===== config.mk =====
export PLATFORM = sky130hd
export DESIGN_NAME = dirty_tile_tracker
export DESIGN_NICKNAME = d
export VERILOG_FILES = /design/src/hw/rtl/dtt_pkg.sv /design/src/hw/rtl/dtt_div.sv /design/src/hw/rtl/dtt_datapath.sv /design/src/hw/rtl/dtt_ctrl.sv /design/src/hw/rtl/dirty_tile_tracker.sv
export SDC_FILE = /design/constraint.sdc
export NUM_CORES = 2
export LEC_CHECK = 0
export BUFFER_PORTS_ARGS = -buffer_cell sky130_fd_sc_hd__buf_2
export CORE_MARGIN = 3
export CORE_UTILIZATION = 55
export CTS_CLUSTER_SIZE = 28
export DETAILED_ROUTE_END_ITERATION = 8
export PLACE_DENSITY = 0.82
export SYNTH_ARGS = -nofsm -noshare
export SYNTH_HDL_FRONTEND = slang
export SYNTH_SLANG_ARGS = --single-unit

===== constraint.sdc =====
create_clock -name aclk -period 20.7 [get_ports aclk]
set_clock_uncertainty 0.2 [all_clocks]
set_input_delay 3.105 -clock aclk [delete_from_list [all_inputs] [get_ports aclk]]
set_output_delay 3.105 -clock aclk [all_outputs]
set_load 0.01 [all_outputs]

===== src/hw/rtl/dtt_pkg.sv =====
// Shared package for the dirty tile tracker: command codes, field widths,
// arithmetic constants and the controller/datapath interface structs.
// No dependencies.
`timescale 1ns / 1ps

package dtt_pkg;

    // Default frame and tile geometry.
    localparam int DEF_FRAME_WIDTH  = 1920;
    localparam int DEF_FRAME_HEIGHT = 1080;
    localparam int DEF_TILE_WIDTH   = 32;
    localparam int DEF_TILE_HEIGHT  = 32;

    // Command codes carried on the input tuser.
    localparam logic [1:0] CMD_MARK     = 2'd0;
    localparam logic [1:0] CMD_CLEAR    = 2'd1;
    localparam logic [1:0] CMD_MARK_ALL = 2'd2;
    localparam logic [1:0] CMD_FINALIZE = 2'd3;

    // Port and field widths.
    localparam int CMD_W     = 2;
    localparam int RECT_W    = 16;
    localparam int S_TUSER_W = 2;
    localparam int S_TDATA_W = 64;
    localparam int CNT_OUT_W = 13;
    localparam int FRAMES_W  = 32;
    localparam int AVG_W     = 20;
    localparam int PCT_W     = 15;
    localparam int M_TDATA_W = 120;

    // Arithmetic constants.
    localparam int PCT_SCALE   = 25600;  // 100 percent in Q8
    localparam int AVG_SHIFT   = 3;      // 1/8 weight of the moving averages
    localparam int RECIP_SHIFT = 20;     // exact reciprocal division for 13-bit pixels
    localparam int RECIP_W     = 18;
    localparam int POS_W       = 13;     // clipped pixel positions
    localparam int CHUNK_W     = 16;     // popcount slice of one bitmap row

    localparam logic [AVG_W-1:0] AVG_MAX = '1;

    // Commands from the controller to the datapath.
    typedef struct packed {
        logic load_in;
        logic calc_clip;
        logic calc_tile;
        logic calc_mask;
        logic row_start;
        logic row_issue;
        logic sweep_start;
        logic sweep_wr;
        logic sweep_ones;
        logic fin_stats;
        logic div_start;
        logic fin_pct;
        logic out_load;
    } dtt_cmd_t;

    // Status from the datapath to the controller.
    typedef struct packed {
        logic [CMD_W-1:0] cmd;
        logic             rect_ok;
        logic             row_last;
        logic             sweep_last;
        logic             pipe_busy;
        logic             div_done;
    } dtt_stat_t;

endpackage


===== src/hw/rtl/dtt_div.sv =====
// Constant divider for the clean percentage: PCT_SCALE * num / DIVISOR by
// reciprocal multiplication, with a registered result.
// Depends on dtt_pkg for the scale and the quotient width.
`timescale 1ns / 1ps

module dtt_div import dtt_pkg::*; #(
    parameter int DEN_W   = 12,
    parameter int DIVISOR = 1
) (
    input  logic             aclk,
    input  logic             aresetn,
    input  logic             start,
    input  logic [DEN_W-1:0] num,
    output logic             done,
    output logic [PCT_W-1:0] quot
);

    // With num no larger than DIVISOR, a reciprocal rounded up and scaled by
    // 2^(2*DEN_W) keeps the error below 1/DIVISOR, so the floor is exact.
    localparam int     FRAC_W = 2 * DEN_W;
    localparam longint RECIP  = ((longint'(PCT_SCALE) << FRAC_W) + longint'(DIVISOR) - 1)
                                / longint'(DIVISOR);
    localparam int     PROD_W = FRAC_W + PCT_W;

    logic [PROD_W-1:0] prod;
    logic              done_reg;
    logic [PCT_W-1:0]  quot_reg;

    assign prod = PROD_W'(num) * PROD_W'(RECIP);

    always_ff @(posedge aclk) begin
        if (!aresetn) begin
            done_reg <= 1'b0;
        end else begin
            done_reg <= start;
        end
    end

    always_ff @(posedge aclk) begin
        if (start) begin
            quot_reg <= prod[FRAC_W +: PCT_W];
        end
    end

    assign done = done_reg;
    assign quot = quot_reg;

endmodule


===== src/hw/rtl/dtt_datapath.sv =====
// Datapath of the dirty tile tracker: rectangle clipping, tile range,
// bitmap row memory with a count pipeline, frame statistics and output word.
// Depends on dtt_pkg and dtt_div.
`timescale 1ns / 1ps

module dtt_datapath import dtt_pkg::*; #(
    parameter int FRAME_WIDTH  = DEF_FRAME_WIDTH,
    parameter int FRAME_HEIGHT = DEF_FRAME_HEIGHT,
    parameter int TILE_WIDTH   = DEF_TILE_WIDTH,
    parameter int TILE_HEIGHT  = DEF_TILE_HEIGHT
) (
    input  logic                 aclk,
    input  logic                 aresetn,
    input  logic [S_TUSER_W-1:0] in_user,
    input  logic [S_TDATA_W-1:0] in_data,
    input  dtt_cmd_t             cmd,
    output dtt_stat_t            stat,
    output logic [M_TDATA_W-1:0] out_data
);

    localparam int TILES_X     = (FRAME_WIDTH + TILE_WIDTH - 1) / TILE_WIDTH;
    localparam int TILES_Y     = (FRAME_HEIGHT + TILE_HEIGHT - 1) / TILE_HEIGHT;
    localparam int TILES_TOTAL = TILES_X * TILES_Y;
    localparam int COL_W       = (TILES_X > 1) ? $clog2(TILES_X) : 1;
    localparam int ROW_AW      = (TILES_Y > 1) ? $clog2(TILES_Y) : 1;
    localparam int CNT_W       = $clog2(TILES_TOTAL + 1);
    localparam int RECIP_X     = ((1 << RECIP_SHIFT) + TILE_WIDTH - 1) / TILE_WIDTH;
    localparam int RECIP_Y     = ((1 << RECIP_SHIFT) + TILE_HEIGHT - 1) / TILE_HEIGHT;
    localparam int PROD_W      = POS_W + RECIP_W;
    localparam int NCHUNK      = (TILES_X + CHUNK_W - 1) / CHUNK_W;
    localparam int PAD_W       = NCHUNK * CHUNK_W;
    localparam int CCNT_W      = $clog2(CHUNK_W + 1);
    localparam int AD_W        = (((CNT_W + 8) > (AVG_W + 3)) ? (CNT_W + 8) : (AVG_W + 3)) + 1;
    localparam int AVOID_W     = (((CNT_W + 8) > AVG_W) ? (CNT_W + 8) : AVG_W) + 1;
    localparam int PA_W        = PCT_W + 3;

    localparam logic signed [17:0] FW_S = 18'(FRAME_WIDTH);
    localparam logic signed [17:0] FH_S = 18'(FRAME_HEIGHT);
    localparam logic [CNT_W-1:0]   TOTAL_V    = CNT_W'(TILES_TOTAL);
    localparam logic [ROW_AW-1:0]  ROW_LAST   = ROW_AW'(TILES_Y - 1);
    localparam logic [AVOID_W-1:0] AVOID_BASE = AVOID_W'(TILES_TOTAL * 256);

    // Latched input word.
    logic [CMD_W-1:0]         cmd_in_reg;
    logic signed [RECT_W-1:0] x_reg, y_reg, w_reg, h_reg;

    always_ff @(posedge aclk) begin
        if (cmd.load_in) begin
            cmd_in_reg <= in_user[CMD_W-1:0];
            x_reg      <= in_data[RECT_W-1:0];
            y_reg      <= in_data[2*RECT_W-1:RECT_W];
            w_reg      <= in_data[3*RECT_W-1:2*RECT_W];
            h_reg      <= in_data[4*RECT_W-1:3*RECT_W];
        end
    end

    // Clipping: the surviving span is [max(x,0), min(x+w, frame width)).
    logic signed [17:0] x_s, y_s, w_s, h_s, xe_s, ye_s;
    logic signed [17:0] xl_s, xr_s, yl_s, yr_s, xr_m1, yr_m1;
    logic               clip_ok;

    always_comb begin
        x_s     = 18'(x_reg);
        y_s     = 18'(y_reg);
        w_s     = 18'(w_reg);
        h_s     = 18'(h_reg);
        xe_s    = x_s + w_s;
        ye_s    = y_s + h_s;
        xl_s    = (x_s < 0) ? '0 : x_s;
        yl_s    = (y_s < 0) ? '0 : y_s;
        xr_s    = (xe_s > FW_S) ? FW_S : xe_s;
        yr_s    = (ye_s > FH_S) ? FH_S : ye_s;
        xr_m1   = xr_s - 18'sd1;
        yr_m1   = yr_s - 18'sd1;
        clip_ok = (w_s > 0) && (h_s > 0) && (xr_s > xl_s) && (yr_s > yl_s);
    end

    logic [POS_W-1:0] x_lo_reg, x_hi_reg, y_lo_reg, y_hi_reg;
    logic             rect_ok_reg;

    always_ff @(posedge aclk) begin
        if (cmd.calc_clip) begin
            x_lo_reg    <= xl_s[POS_W-1:0];
            x_hi_reg    <= xr_m1[POS_W-1:0];
            y_lo_reg    <= yl_s[POS_W-1:0];
            y_hi_reg    <= yr_m1[POS_W-1:0];
            rect_ok_reg <= clip_ok;
        end
    end

    // Pixel to tile index by an exact reciprocal multiply.
    logic [PROD_W-1:0] px0, px1, py0, py1;
    logic [COL_W-1:0]  tx0_reg, tx1_reg;
    logic [ROW_AW-1:0] ty0_reg, ty1_reg;

    assign px0 = PROD_W'(x_lo_reg) * PROD_W'(RECIP_X);
    assign px1 = PROD_W'(x_hi_reg) * PROD_W'(RECIP_X);
    assign py0 = PROD_W'(y_lo_reg) * PROD_W'(RECIP_Y);
    assign py1 = PROD_W'(y_hi_reg) * PROD_W'(RECIP_Y);

    always_ff @(posedge aclk) begin
        if (cmd.calc_tile) begin
            tx0_reg <= px0[RECIP_SHIFT +: COL_W];
            tx1_reg <= px1[RECIP_SHIFT +: COL_W];
            ty0_reg <= py0[RECIP_SHIFT +: ROW_AW];
            ty1_reg <= py1[RECIP_SHIFT +: ROW_AW];
        end
    end

    // Column mask of the rectangle, shared by all of its rows.
    logic [TILES_X-1:0] mask_next, mask_reg;

    always_comb begin
        for (int i = 0; i < TILES_X; i++) begin
            mask_next[i] = (COL_W'(i) >= tx0_reg) && (COL_W'(i) <= tx1_reg);
        end
    end

    always_ff @(posedge aclk) begin
        if (cmd.calc_mask) begin
            mask_reg <= mask_next;
        end
    end

    // Row pointer for rectangle reads and for full sweeps.
    logic [ROW_AW-1:0] row_reg;

    always_ff @(posedge aclk) begin
        if (!aresetn) begin
            row_reg <= '0;
        end else begin
            priority if (cmd.sweep_start) begin
                row_reg <= '0;
            end else if (cmd.row_start) begin
                row_reg <= ty0_reg;
            end else if (cmd.row_issue || cmd.sweep_wr) begin
                row_reg <= row_reg + ROW_AW'(1);
            end
        end
    end

    // Bitmap memory, one tile row per entry.
    logic [TILES_X-1:0] tile_mem [TILES_Y];
    logic [TILES_X-1:0] rd_data_reg;
    logic               mem_we;
    logic [ROW_AW-1:0]  mem_wa;
    logic [TILES_X-1:0] mem_wd;
    logic               s1_valid_reg, s2_valid_reg, s3_valid_reg;
    logic [ROW_AW-1:0]  s1_addr_reg;

    always_comb begin
        mem_we = cmd.sweep_wr || s1_valid_reg;
        if (cmd.sweep_wr) begin
            mem_wa = row_reg;
            mem_wd = cmd.sweep_ones ? '1 : '0;
        end else begin
            mem_wa = s1_addr_reg;
            mem_wd = rd_data_reg | mask_reg;
        end
    end

    always_ff @(posedge aclk) begin
        if (mem_we) begin
            tile_mem[mem_wa] <= mem_wd;
        end
    end

    always_ff @(posedge aclk) begin
        if (cmd.row_issue) begin
            rd_data_reg <= tile_mem[row_reg];
            s1_addr_reg <= row_reg;
        end
    end

    // Count pipeline: new bits, per-slice popcounts, then the row sum.
    logic [TILES_X-1:0] new_bits_reg;
    logic [PAD_W-1:0]   nb_pad;
    logic [CCNT_W-1:0]  chunk_reg [NCHUNK];
    logic [CNT_W-1:0]   row_sum;

    assign nb_pad = PAD_W'(new_bits_reg);

    always_ff @(posedge aclk) begin
        if (!aresetn) begin
            s1_valid_reg <= 1'b0;
            s2_valid_reg <= 1'b0;
            s3_valid_reg <= 1'b0;
        end else begin
            s1_valid_reg <= cmd.row_issue;
            s2_valid_reg <= s1_valid_reg;
            s3_valid_reg <= s2_valid_reg;
        end
    end

    always_ff @(posedge aclk) begin
        if (s1_valid_reg) begin
            new_bits_reg <= mask_reg & ~rd_data_reg;
        end
        if (s2_valid_reg) begin
            for (int c = 0; c < NCHUNK; c++) begin
                chunk_reg[c] <= CCNT_W'($countones(nb_pad[c*CHUNK_W +: CHUNK_W]));
            end
        end
    end

    always_comb begin
        row_sum = '0;
        for (int c = 0; c < NCHUNK; c++) begin
            row_sum = row_sum + CNT_W'(chunk_reg[c]);
        end
    end

    // Frame statistics.
    logic [CNT_W-1:0]    count_reg, count_prev_reg;
    logic [FRAMES_W-1:0] frames_reg;
    logic [AVG_W-1:0]    avg_dirty_reg;
    logic [PCT_W-1:0]    avg_pct_reg;
    logic                seed_reg;
    logic [CNT_W-1:0]    num_reg;

    logic [AD_W-1:0]     ad_sample, ad_mix, ad_pick;
    logic [AVG_W-1:0]    ad_next;
    logic [PA_W-1:0]     pa_sum;
    logic                div_done;
    logic [PCT_W-1:0]    div_q;

    always_comb begin
        ad_sample = AD_W'({count_reg, 8'd0});
        ad_mix    = (AD_W'({avg_dirty_reg, 3'd0}) - AD_W'(avg_dirty_reg) + ad_sample)
                    >> AVG_SHIFT;
        ad_pick   = (frames_reg == '0) ? ad_sample : ad_mix;
        ad_next   = (ad_pick > AD_W'(AVG_MAX)) ? AVG_MAX : ad_pick[AVG_W-1:0];
        pa_sum    = PA_W'({avg_pct_reg, 3'd0}) - PA_W'(avg_pct_reg) + PA_W'(div_q);
    end

    always_ff @(posedge aclk) begin
        if (!aresetn) begin
            count_reg      <= '0;
            count_prev_reg <= '0;
            frames_reg     <= '0;
            avg_dirty_reg  <= '0;
            avg_pct_reg    <= '0;
            seed_reg       <= 1'b0;
        end else begin
            priority if (cmd.sweep_start) begin
                count_reg <= cmd.sweep_ones ? TOTAL_V : '0;
            end else if (s3_valid_reg) begin
                count_reg <= count_reg + row_sum;
            end
            if (cmd.fin_stats) begin
                count_prev_reg <= count_reg;
                frames_reg     <= frames_reg + FRAMES_W'(1);
                seed_reg       <= (frames_reg == '0);
                avg_dirty_reg  <= ad_next;
            end
            if (cmd.fin_pct) begin
                avg_pct_reg <= seed_reg ? div_q : pa_sum[PA_W-1:AVG_SHIFT];
            end
        end
    end

    // Clean tiles of the frame; the divider scales them to percent.
    always_ff @(posedge aclk) begin
        if (cmd.fin_stats) begin
            num_reg <= TOTAL_V - count_reg;
        end
    end

    dtt_div #(
        .DEN_W   (CNT_W),
        .DIVISOR (TILES_TOTAL)
    ) u_div (
        .aclk    (aclk),
        .aresetn (aresetn),
        .start   (cmd.div_start),
        .num     (num_reg),
        .done    (div_done),
        .quot    (div_q)
    );

    // Output word.
    logic [AVOID_W-1:0]   avoid_diff;
    logic [AVG_W-1:0]     avoided;
    logic [31:0]          now32, last32;
    logic [M_TDATA_W-1:0] out_data_reg;

    always_comb begin
        avoid_diff = (AVOID_BASE > AVOID_W'(avg_dirty_reg))
                     ? AVOID_BASE - AVOID_W'(avg_dirty_reg) : '0;
        avoided    = (avoid_diff > AVOID_W'(AVG_MAX)) ? AVG_MAX : avoid_diff[AVG_W-1:0];
        now32      = 32'(count_reg);
        last32     = 32'(count_prev_reg);
    end

    always_ff @(posedge aclk) begin
        if (cmd.out_load) begin
            out_data_reg <= M_TDATA_W'({avg_pct_reg, avoided, avg_dirty_reg, frames_reg,
                                        last32[CNT_OUT_W-1:0], now32[CNT_OUT_W-1:0]});
        end
    end

    assign out_data = out_data_reg;

    assign stat.cmd        = cmd_in_reg;
    assign stat.rect_ok    = rect_ok_reg;
    assign stat.row_last   = (row_reg == ty1_reg);
    assign stat.sweep_last = (row_reg == ROW_LAST);
    assign stat.pipe_busy  = s1_valid_reg || s2_valid_reg || s3_valid_reg;
    assign stat.div_done   = div_done;

endmodule


===== src/hw/rtl/dtt_ctrl.sv =====
// Controller state machine of the dirty tile tracker: sequences each
// command through the datapath and owns both handshakes. Depends on dtt_pkg.
`timescale 1ns / 1ps

module dtt_ctrl import dtt_pkg::*; (
    input  logic      aclk,
    input  logic      aresetn,
    input  logic      s_tvalid,
    output logic      s_tready,
    output logic      m_tvalid,
    input  logic      m_tready,
    output dtt_cmd_t  cmd,
    input  dtt_stat_t stat
);

    localparam logic [3:0] S_INIT   = 4'd0;
    localparam logic [3:0] S_IDLE   = 4'd1;
    localparam logic [3:0] S_CLIP   = 4'd2;
    localparam logic [3:0] S_TILE   = 4'd3;
    localparam logic [3:0] S_MASK   = 4'd4;
    localparam logic [3:0] S_ROWS   = 4'd5;
    localparam logic [3:0] S_DRAIN  = 4'd6;
    localparam logic [3:0] S_SWEEP  = 4'd7;
    localparam logic [3:0] S_FSTART = 4'd8;
    localparam logic [3:0] S_FDIV   = 4'd9;
    localparam logic [3:0] S_DONE   = 4'd10;

    logic [3:0] state_reg, state_next;
    logic       m_tvalid_reg;

    always_comb begin
        state_next = state_reg;
        cmd        = '0;
        unique case (state_reg)
            S_INIT: begin
                cmd.sweep_wr = 1'b1;
                if (stat.sweep_last) begin
                    state_next = S_IDLE;
                end
            end
            S_IDLE: begin
                if (s_tvalid) begin
                    cmd.load_in = 1'b1;
                    state_next  = S_CLIP;
                end
            end
            S_CLIP: begin
                cmd.calc_clip = 1'b1;
                unique case (stat.cmd)
                    CMD_MARK: begin
                        state_next = S_TILE;
                    end
                    CMD_CLEAR: begin
                        cmd.sweep_start = 1'b1;
                        state_next      = S_SWEEP;
                    end
                    CMD_MARK_ALL: begin
                        cmd.sweep_start = 1'b1;
                        cmd.sweep_ones  = 1'b1;
                        state_next      = S_SWEEP;
                    end
                    CMD_FINALIZE: begin
                        cmd.fin_stats = 1'b1;
                        state_next    = S_FSTART;
                    end
                endcase
            end
            S_TILE: begin
                cmd.calc_tile = 1'b1;
                state_next    = stat.rect_ok ? S_MASK : S_DONE;
            end
            S_MASK: begin
                cmd.calc_mask = 1'b1;
                cmd.row_start = 1'b1;
                state_next    = S_ROWS;
            end
            S_ROWS: begin
                cmd.row_issue = 1'b1;
                if (stat.row_last) begin
                    state_next = S_DRAIN;
                end
            end
            S_DRAIN: begin
                if (!stat.pipe_busy) begin
                    state_next = S_DONE;
                end
            end
            S_SWEEP: begin
                cmd.sweep_wr   = 1'b1;
                cmd.sweep_ones = (stat.cmd == CMD_MARK_ALL);
                if (stat.sweep_last) begin
                    state_next = S_DONE;
                end
            end
            S_FSTART: begin
                cmd.div_start = 1'b1;
                state_next    = S_FDIV;
            end
            S_FDIV: begin
                if (stat.div_done) begin
                    cmd.fin_pct = 1'b1;
                    state_next  = S_DONE;
                end
            end
            S_DONE: begin
                if (!m_tvalid_reg || m_tready) begin
                    cmd.out_load = 1'b1;
                    state_next   = S_IDLE;
                end
            end
            default: begin
                state_next = S_IDLE;
            end
        endcase
    end

    always_ff @(posedge aclk) begin
        if (!aresetn) begin
            state_reg    <= S_INIT;
            m_tvalid_reg <= 1'b0;
        end else begin
            state_reg <= state_next;
            if (cmd.out_load) begin
                m_tvalid_reg <= 1'b1;
            end else if (m_tready) begin
                m_tvalid_reg <= 1'b0;
            end
        end
    end

    assign s_tready = (state_reg == S_IDLE);
    assign m_tvalid = m_tvalid_reg;

endmodule


===== src/hw/rtl/dirty_tile_tracker.sv =====
// Top level of the dirty tile tracker: joins the controller and the datapath.
// Depends on dtt_pkg, dtt_ctrl and dtt_datapath (which holds dtt_div).
`timescale 1ns / 1ps

// Usage
// The input channel takes one command word per handshake: s_tuser holds the
// command (mark rectangle, clear all, mark all, finalize frame) and s_tdata the
// signed rectangle, which is ignored by the other commands. Every accepted word
// produces exactly one result word on the output channel with the dirty count,
// the count latched at the last frame end, the frame counter and the moving
// averages of dirty tiles, avoided tiles and percent of clean tiles (Q8).
// Timing: a word is processed one at a time. A mark command reads and writes
// the bitmap memory one tile row per cycle over the tile rows that the clipped
// rectangle covers, then waits for the count pipeline to drain. Clear all and
// mark all sweep every tile row. Finalize updates the frame statistics, and
// the clean percentage comes from a registered reciprocal multiply.
// After reset a clearing pass writes zeros to every tile row while s_tready
// stays low.
// The result sits in an output register: when the receiver stalls, the next
// word is still accepted and processed, and its result waits until the
// earlier result has been taken.

module dirty_tile_tracker import dtt_pkg::*; #(
    parameter int FRAME_WIDTH  = DEF_FRAME_WIDTH,
    parameter int FRAME_HEIGHT = DEF_FRAME_HEIGHT,
    parameter int TILE_WIDTH   = DEF_TILE_WIDTH,
    parameter int TILE_HEIGHT  = DEF_TILE_HEIGHT
) (
    input  logic                 aclk,
    input  logic                 aresetn,
    // Input channel.
    input  logic                 s_tvalid,
    output logic                 s_tready,
    input  logic [S_TDATA_W-1:0] s_tdata,  // rect_x, rect_y, rect_w, rect_h (16 bits each)
    input  logic [S_TUSER_W-1:0] s_tuser,  // cmd
    // Result channel.
    output logic                 m_tvalid,
    input  logic                 m_tready,
    output logic [M_TDATA_W-1:0] m_tdata   // dirty_now, dirty_last_frame, frames_done,
                                           // avg_dirty_q8, avg_avoided_tiles_q8,
                                           // avg_pct_avoided_q8, zero pad
);

    dtt_cmd_t  cmd;
    dtt_stat_t stat;

    // The controller sequences each command and owns both handshakes.
    dtt_ctrl u_ctrl (
        .aclk     (aclk),
        .aresetn  (aresetn),
        .s_tvalid (s_tvalid),
        .s_tready (s_tready),
        .m_tvalid (m_tvalid),
        .m_tready (m_tready),
        .cmd      (cmd),
        .stat     (stat)
    );

    // The datapath holds the bitmap, the counters and the result register.
    dtt_datapath #(
        .FRAME_WIDTH  (FRAME_WIDTH),
        .FRAME_HEIGHT (FRAME_HEIGHT),
        .TILE_WIDTH   (TILE_WIDTH),
        .TILE_HEIGHT  (TILE_HEIGHT)
    ) u_datapath (
        .aclk     (aclk),
        .aresetn  (aresetn),
        .in_user  (s_tuser),
        .in_data  (s_tdata),
        .cmd      (cmd),
        .stat     (stat),
        .out_data (m_tdata)
    );

endmodule

==> results_dict.tcl <==
set metrics [dict create \
    status "complete, no violations" \
    hpwlAfterDp_mm 149 \
    tns_ps 0 \
    antenna_found_initial 7 \
    netlist_area_um2 109000 \
    cts_resized 0 \
    crit_path_top_delay_cell "buf_4" \
    post-cts-setup-buffer-count 0 \
    drive_above_1_share_pct 21.5 \
    final_antenna_net_count 0 \
    cts_hold_buf 0 \
    grt_usage_pct 27.9 \
    synth_warnings 0 \
    worstMarginPinSlew_ps 1390 \
    synth-edff-count 2496 \
    avgSynthCellArea_um2 18.4 \
    cp_cell_sequence "or3_1 > a21oi_4 > buf_4 > buf_4 > mux2i_1 > o21ai_0 > or2_2 > nor2_4 > buf_4" \
    synthCells 5945 \
    clk_latency_ps 930 \
    period_share_pct 31.0 \
    finalSetupViolations 0 \
    rsz0062_at_grt "false" \
    path_buf_inv 3 \
    layout.cells.non_filler 9094 \
    final_util_pct 62.4 \
    ys.flop_type "edfxtp_1" \
    globalplace.congestion 0.933 \
    die-height_um 452 \
    drt_iter0_drc 8540 \
    leakage_nw 41.5 \
    cp.arrival_ps 6740 \
    drc_errors 0 \
    netlist.area_leader.share_pct 68.6 \
    placementRows 162 \
    port_buffers 180 \
    path_delay_family "buffers and inverters" \
    die-area_um2 204000 \
    cts.clk_slew.worst_paths_ps 60 \
    grt_start_max_net_pins 152 \
    cap_violations 0 \
    placed_cell_area_um2 114000 \
    cts_root_buffer "clkbuf_16" \
    ys_seq_elements 2601 \
    hold_viol 0 \
    cts_buffers 277 \
    dr.pass1.iters 6 \
    multi_input_area_um2 30400 \
    yosysSeqAreaShare_pct 70.5 \
    grt_pass1_vias 60800 \
    place_inst 8620 \
    crit_top_cell "buf_4" \
    async_flop_share_pct 0 \
    slew_viol_final 0 \
    cp_max_fo 47 \
    initial_core_util_pct 55.7 \
    max_slew_margin_pct 7.19 \
    start_kind "flop" \
    seq_area_um2 77100 \
    crit_type "reg2reg" \
    cts.sinks 2601 \
    grt_pass1_wl_mm 415 \
    fmax_ghz 0.156 \
    vias 60200 \
    final_common_cell "edfxtp_1" \
    vias_per_cell 6.62 \
    ios 192 \
    routedWlPerCell_um 31.3 \
    ir_drop_uv 160 \
    min_path_type "reg2reg" \
    ys_types 81 \
    total_power_mw 14.4 \
    power.density_nw_per_um2 118 \
    area_growth_syn_to_layout_pct 12.0 \
    final_area_um2 122000 \
    cts_tree "built" \
    fillers 12700 \
    die_w_um 452 \
    cts_max_path_buffers 4 \
    fin_hold_ws_ps 208 \
    nets 6718 \
    worstPathRequired_ps 21010 \
    period_needed_ps 6430 \
    finalWorstSetupSlack_ps 14270 \
    pre_cts_slack_ps 14290 \
    critPathMaxStageDelay_ps 930 \
    synth_area_leaders "edfxtp_1, mux4_2, ha_1" \
    yosys.area.top_type "edfxtp_1" \
    layout_common_cells "edfxtp_1, mux4_2, inv_1" \
    wl_mm 285 \
    crit_path_end_kind "flop" \
    fp.coreArea_um2 196000 \
    overflow 0 \
    largest_register_ffs 2040 \
    htreeDepth 5 \
]
## cell usage after synthesis, types with 68 or more instances
cell / count
nor2_1: 222
xnor2_1: 115
a21oi_1: 200
inv_1: 320
o21ai_0: 157
a211oi_1: 104
ha_1: 265
clkbuf_1: 192
mux2i_1: 68
dfxtp_1: 105
edfxtp_1: 2496
nor2b_1: 153
fa_1: 107
mux4_2: 600
nand2_1: 169
## cell type report
cell class | instances | area share [%]
Multi-Input combinational cell | 2768 | 24.8
Clock buffer | 336 | 5.94
Inverter | 320 | 0.982
Clock inverter | 134 | 0.994
Timing Repair Buffer | 308 | 1.57
Tap cell | 2624 | 2.68
Sequential cell | 2601 | 63.0
Antenna cell | 3 | 0.00614
## cell families after synthesis
| family | Yosys count | synth area share, % |
|---|---|---|
| multiplexers | 669 | 13.0 |
| other | 1 | 0.00343 |
| XOR/XNOR | 152 | 1.22 |
| flip-flops | 2601 | 70.5 |
| adder cells (fa/ha/maj) | 372 | 5.00 |
| AND/OR/NAND/NOR | 901 | 4.23 |
| AO/OA/AOI/OAI | 663 | 3.89 |
| buffers and inverters | 586 | 2.12 |
## final timing paths
check / startpoint / to / slack [ps] / cells past startpoint
worst max-delay path: u_ctrl.state_reg[0] / u_datapath.tile_mem[23][37] / 14270 / 9
worst max register to register: u_ctrl.state_reg[0] / u_datapath.tile_mem[23][37] / 14270 / 9
worst min-delay path: u_datapath.y_hi_reg[5] / u_datapath.ty1_reg[0] / 210 / 0
worst min register to register: u_datapath.y_hi_reg[5] / u_datapath.ty1_reg[0] / 210 / 0
## routing by layer
layer	share of wire (%)	GRT usage (%)	vias to the layer above
met5	0.0056	0	-
met4	5.8	13.7	2
met3	12	6.98	1070
met2	49	45.5	4684
met1	34	35.3	30300
li1	-	-	24100
## where the power goes
part	switching (mW)	internal, mW
logic	1.81	1.19
clock network	2.01	2.75
registers	0.145	6.53
(Power assumes the default switching activity.)
